## src/rtl/core/rcd_pkg.sv

```systemverilog
package rcd_pkg;

  localparam int DATA_W = 32;
  // Count and capacity width: holds up to 64 entries.
  localparam int CNT_W = 7;

  localparam logic [2:0] OP_INS_REAR  = 3'd0;
  localparam logic [2:0] OP_INS_FRONT = 3'd1;
  localparam logic [2:0] OP_DEL_FRONT = 3'd2;
  localparam logic [2:0] OP_DEL_REAR  = 3'd3;
  localparam logic [2:0] OP_TRAVERSE  = 3'd4;

  localparam logic [1:0] STAT_OK          = 2'd0;
  localparam logic [1:0] STAT_FULL        = 2'd1;
  localparam logic [1:0] STAT_EMPTY       = 2'd2;
  localparam logic [1:0] STAT_NOT_ALLOWED = 2'd3;

  localparam logic CFG_CAPACITY = 1'b0;
  localparam logic CFG_MODE     = 1'b1;

  localparam logic MODE_IN_RESTRICT  = 1'b0;
  localparam logic MODE_OUT_RESTRICT = 1'b1;

  // Command broadcast to every cell of the chain.
  typedef enum logic [2:0] {
    CMD_HOLD,
    CMD_PUSH_BACK,
    CMD_PUSH_FRONT,
    CMD_POP_FRONT,
    CMD_ROTATE
  } cmd_t;

  typedef struct packed {
    cmd_t              cmd;
    logic [CNT_W-1:0]  cnt;
    logic [DATA_W-1:0] data;
  } cell_bus_t;

endpackage

```

## src/rtl/core/rcd_cell.sv

```systemverilog
module rcd_cell #(
  parameter int IDX = 0
) (
  input  logic                      clk,
  input  rcd_pkg::cell_bus_t        bus,
  input  logic [rcd_pkg::DATA_W-1:0] left,
  input  logic [rcd_pkg::DATA_W-1:0] right,
  output logic [rcd_pkg::DATA_W-1:0] entry,
  output logic [rcd_pkg::DATA_W-1:0] tail_data
);
  import rcd_pkg::*;

  localparam logic [CNT_W-1:0] POS      = CNT_W'(IDX);
  localparam logic [CNT_W-1:0] POS_NEXT = CNT_W'(IDX + 1);

  logic [DATA_W-1:0] entry_next;
  logic              is_tail;

  assign is_tail   = (bus.cnt == POS_NEXT);
  assign tail_data = is_tail ? entry : '0;

  always_comb begin
    entry_next = entry;
    case (bus.cmd)
      CMD_PUSH_BACK: begin
        if (bus.cnt == POS) entry_next = bus.data;
      end
      CMD_PUSH_FRONT: begin
        // cell 0 sees the new value on its left input
        entry_next = left;
      end
      CMD_POP_FRONT: begin
        entry_next = right;
      end
      CMD_ROTATE: begin
        // tail cell takes the old head, the rest move one toward the front
        entry_next = is_tail ? bus.data : right;
      end
      default: begin
        entry_next = entry;
      end
    endcase
  end

  always_ff @(posedge clk) begin
    entry <= entry_next;
  end

endmodule

```

## config.mk

```make
export PLATFORM = sky130hd
export DESIGN_NAME = rcd_cell
export DESIGN_NICKNAME = d
export VERILOG_FILES = /design/src/rtl/core/rcd_pkg.sv /design/src/rtl/core/rcd_cell.sv
export SDC_FILE = /design/constraint.sdc
export NUM_CORES = 1
export LEC_CHECK = 0
export ABC_CLOCK_PERIOD_IN_PS = 4600
export BUFFER_PORTS_ARGS = -buffer_cell sky130_fd_sc_hd__clkbuf_2
export CORE_ASPECT_RATIO = 0.6
export CORE_MARGIN = 2
export CORE_UTILIZATION = 40
export CTS_CLUSTER_DIAMETER = 100
export DETAILED_ROUTE_END_ITERATION = 8
export GPL_TIMING_DRIVEN = 0
export PLACE_DENSITY = 0.83
export SYNTH_ARGS = -nofsm -noshare
export SYNTH_HDL_FRONTEND = slang
export SYNTH_SLANG_ARGS = --single-unit
export TNS_END_PERCENT = 5
```

## constraint.sdc

```tcl
create_clock -name clk -period 4.6 [get_ports clk]
set_input_delay 0.92 -clock clk [delete_from_list [all_inputs] [get_ports clk]]
set_output_delay 0.92 -clock clk [all_outputs]
set_load 0.01 [all_outputs]
```

==> summary.txt <==
Clock network
  • Number of H-tree levels: 2
  • Number of buffers inserted for hold repair after clock tree synthesis: 0
  • TritonCTS Sinks: 32
  • Number of buffers added by the clock tree synthesis step: 5
  • Post-CTS setup buffer count: 0
  • Root buf cell: sky130_fd_sc_hd__clkbuf_16
  • Max clock buf depth: 2
  • Clock transition at the registers of the reported paths: 0.06 ns
  • CTS tree: yes
  • Cells resized by post-CTS repair: 0

Cells and area
  • Post-route design area: 0.003991 mm²
  • Multi-input gate area: 0.001573 mm²
  • Net count reported at finish: between 500 and 600
  • Register area: roughly 960 µm²
  • Register with the most flip-flops: entry
  • Largest register FFs: 32
  • Most common library cell in the layout ignoring fill and taps: sky130_fd_sc_hd__clkbuf_2
  • Regs by FF count: entry (32)
  • Fraction of final layout cells sized beyond drive strength 1: a little over half
  • Post-synthesis to final-layout area growth: 41.15%
  • Fin cells: 563
  • Highest-count cells in the layout ignoring fill and taps: 169 x sky130_fd_sc_hd__clkbuf_2, 64 x sky130_fd_sc_hd__nand2_1
  • Fill cells: 615

Critical path
  • Setup Crit Path Kind: input port to output pin
  • Crit. End Element: output pin
  • Total buffers and inverters traversed by the critical path: 4
  • Slowest cell on the critical path: sky130_fd_sc_hd__clkbuf_1
  • Maximum fanout along the worst path: 11
  • Most numerous cell on the critical path: sky130_fd_sc_hd__clkbuf_2
  • Family with the most delay on the worst path: buffers and inverters
  • Type of origin of the critical path: input port
  • Peak per-stage delay on the critical path: between 0.4 and 0.5 ns
  • Req. time, crit path: 3.68 ns
  • Critical path arrival: roughly 2.5 ns
  • Cells along the critical path: clkbuf_2, nor4_4, buf_2, clkbuf_1, and3_1, clkbuf_2

Logic synthesis
  • Library cell with the largest summed area after synthesis: sky130_fd_sc_hd__edfxtp_1
  • Share of synthesized registers carrying an async set or reset: 0%
  • Simple-gate share of the synthesized area: 17.83%
  • Main flop type after synthesis: sky130_fd_sc_hd__edfxtp_1
  • Largest family of logic cells by synthesized area: compound AO/OA/AOI/OAI gates
  • Portion of the post-synthesis area used by sequential elements: between 30% and 40%
  • Top cells by area, synth: sky130_fd_sc_hd__edfxtp_1 34%, sky130_fd_sc_hd__o211ai_2 13%, sky130_fd_sc_hd__mux2_2 13%
  • XOR/XNOR Fraction of Synth Area: 0%
  • Synth unique cells: 21
  • Post-synthesis cell area: between 0.002 and 0.003 mm²
  • Fraction of post-synthesis cell area in the top cell type by area: between 30% and 40%
  • Syn nets: slightly above 400
  • Synthesized instance count: roughly 300
  • Mux share of post-synthesis cell area: 12.74%
  • Mean post-synth cell area: between 9 and 10 µm²
  • Number of warning messages in the yosys log: 0
  • Complex-gate fraction of the synthesized area: between 20% and 30%
  • Count of flip-flops with a built-in enable after synthesis: 32
  • Synth Area in Adders: 0%
  • Seq cells post-synth: 32

Timing
  • Setup repair after global routing missed its margin: false
  • Achievable clock frequency: 289.1 MHz
  • Slew Limit Fails: 0
  • Hold Fails Final Rpt: 0
  • Number of setup violations in the final report: 0
  • Worst slew slack as a fraction of its limit: 57.88%
  • Actual slew at the worst max-slew pin: ~0.63 ns
  • Clock period minus worst slack: between 3 and 4 ns
  • Final clock period utilization by the worst path: around 75%

Power and ir drop
  • Peak ir drop on the vdd network: around 0.00019 V
  • LEAKAGE: 2.107 nW
  • PD cells: ~250 mW/mm²

Place
  • Number of port buffers: ~170
  • Total cell area at the placement stage: approximately 0.0038 mm²
  • Final estimated routing congestion in global placement: about 0.86
  • HPWL after detailed placement: 7748 µm
  • Placed insts: 554

Worst hold path
  • Min-delay worst type: input port to flip-flop

Floorplanning
  • Core Rows: 23
  • Die area: slightly below 0.008 mm²
  • Die Span Y: slightly below 70 µm
  • Top-Level Pins: about 170
  • X dimension of the die: between 100 and 150 µm
  • Floorplan core area: ~0.0068 mm²
  • Starting density of the core: 41.81%

GRT
  • Met2 layer usage reported by global route: between 40% and 50%
  • Met1 demand-to-capacity share in global routing: around 33%
  • Met3 track utilization from global routing: 5.101%
  • Pin count of the biggest net entering global routing: 19
  • Via count of the first global-routing pass: around 3000
  • Remaining global-route overflow: 0
  • First-pass GRT wire length: ~15000 µm
  • Number of antenna violations at the first check in global routing: 0
  • Global router's overall resource usage: 24.26%
  • Most used routing layer: met2

Run status
  • Result of the run: finished, final reports clean

Job
  • Max Cap Viol: 0

Routing
  • DR vias/cell: ~5.3
  • Drt first pass iters: 4
  • Iteration-0 DRC Markers: 159
  • Wire length per cell: ~17 µm
  • Total routed wirelength: roughly 9600 µm
  • Count of unresolved DRC violations after routing: 0
  • Via Count: about 3000
  • ANT nets after route: 0
-- cell type report --
| type | count | share of cell area [%] |
|---|---|---|
| multi-input cells | 201 | 39.40 |
| flip-flops and latches | 32 | 24.08 |
| repair buffers | 170 | 21.88 |
| plain buffers | 32 | 4.640 |
| clock buffers | 5 | 3.135 |
| inverters | 32 | 3.009 |
| well taps | 87 | 2.727 |
| clock inverters | 3 | 1.066 |
| diodes | 1 | 0.06270 |
-- final timing paths --
check	slack, ns	cells past startpoint	start	to
max	1.14	6	bus[33]	tail_data[12]
min	1.0	3	bus[0]	entry[0]$_DFFE_PP_
-- kinds of logic (layout without fill, tap and decap cells) --
logic type	Yosys count	count (layout)
AO/OA/AOI/OAI	67	67
buffers and inverters	64	242
flip-flops	32	32
multiplexers	32	32
other	0	1
AND/OR/NAND/NOR	102	102
-- synth_stat cells, drive strengths merged, types with 2 or more instances --
cell,instances
nand2,64
a211o,32
and3,32
edfxtp,32
inv,32
mux2,32
o211ai,32
clkbuf,19
buf,13
a21oi,2
-- power breakdown --
group	leakage, nW	switching (mW)	internal (mW)
clock network	0.0798	0.125	0.254
registers	0.302	0.0179	0.364
logic	1.72	0.135	0.119
-- per-layer routing --
| layer | wire [µm] | part of all wire, % |
|---|---|---|
| met4 | 51 | 0.53 |
| met5 | 0 | 0 |
| met3 | 646 | 6.7 |
| met1 | 4334 | 45 |
| met2 | 4580 | 48 |
-- stage by stage --
| step | worst slack (ns) | hold WS, ns | TNS (ns) | util, % | power [mW] |
|---|---|---|---|---|---|
| 6_report | 1.141 | 0.9964 | 0 | 59.02 | 1.015 |
| 5_1_grt | 0.9869 | 1.008 | 0 | 58.98 | 1.060 |
| 4_1_cts | 1.149 | 0.9958 | 0 | 58.98 | 1.022 |
| 3_5_place_dp | 1.149 | 1.281 | 0 | 56.50 | 0.6420 |
| 3_3_place_gp | -1.412 | 1.269 | -45.14 | 55.93 | 0.6292 |
| 2_1_floorplan | 0.08743 | 1.181 | 0 | - | 0.5192 |
No activity file was read; power rests on OpenSTA's default activity.
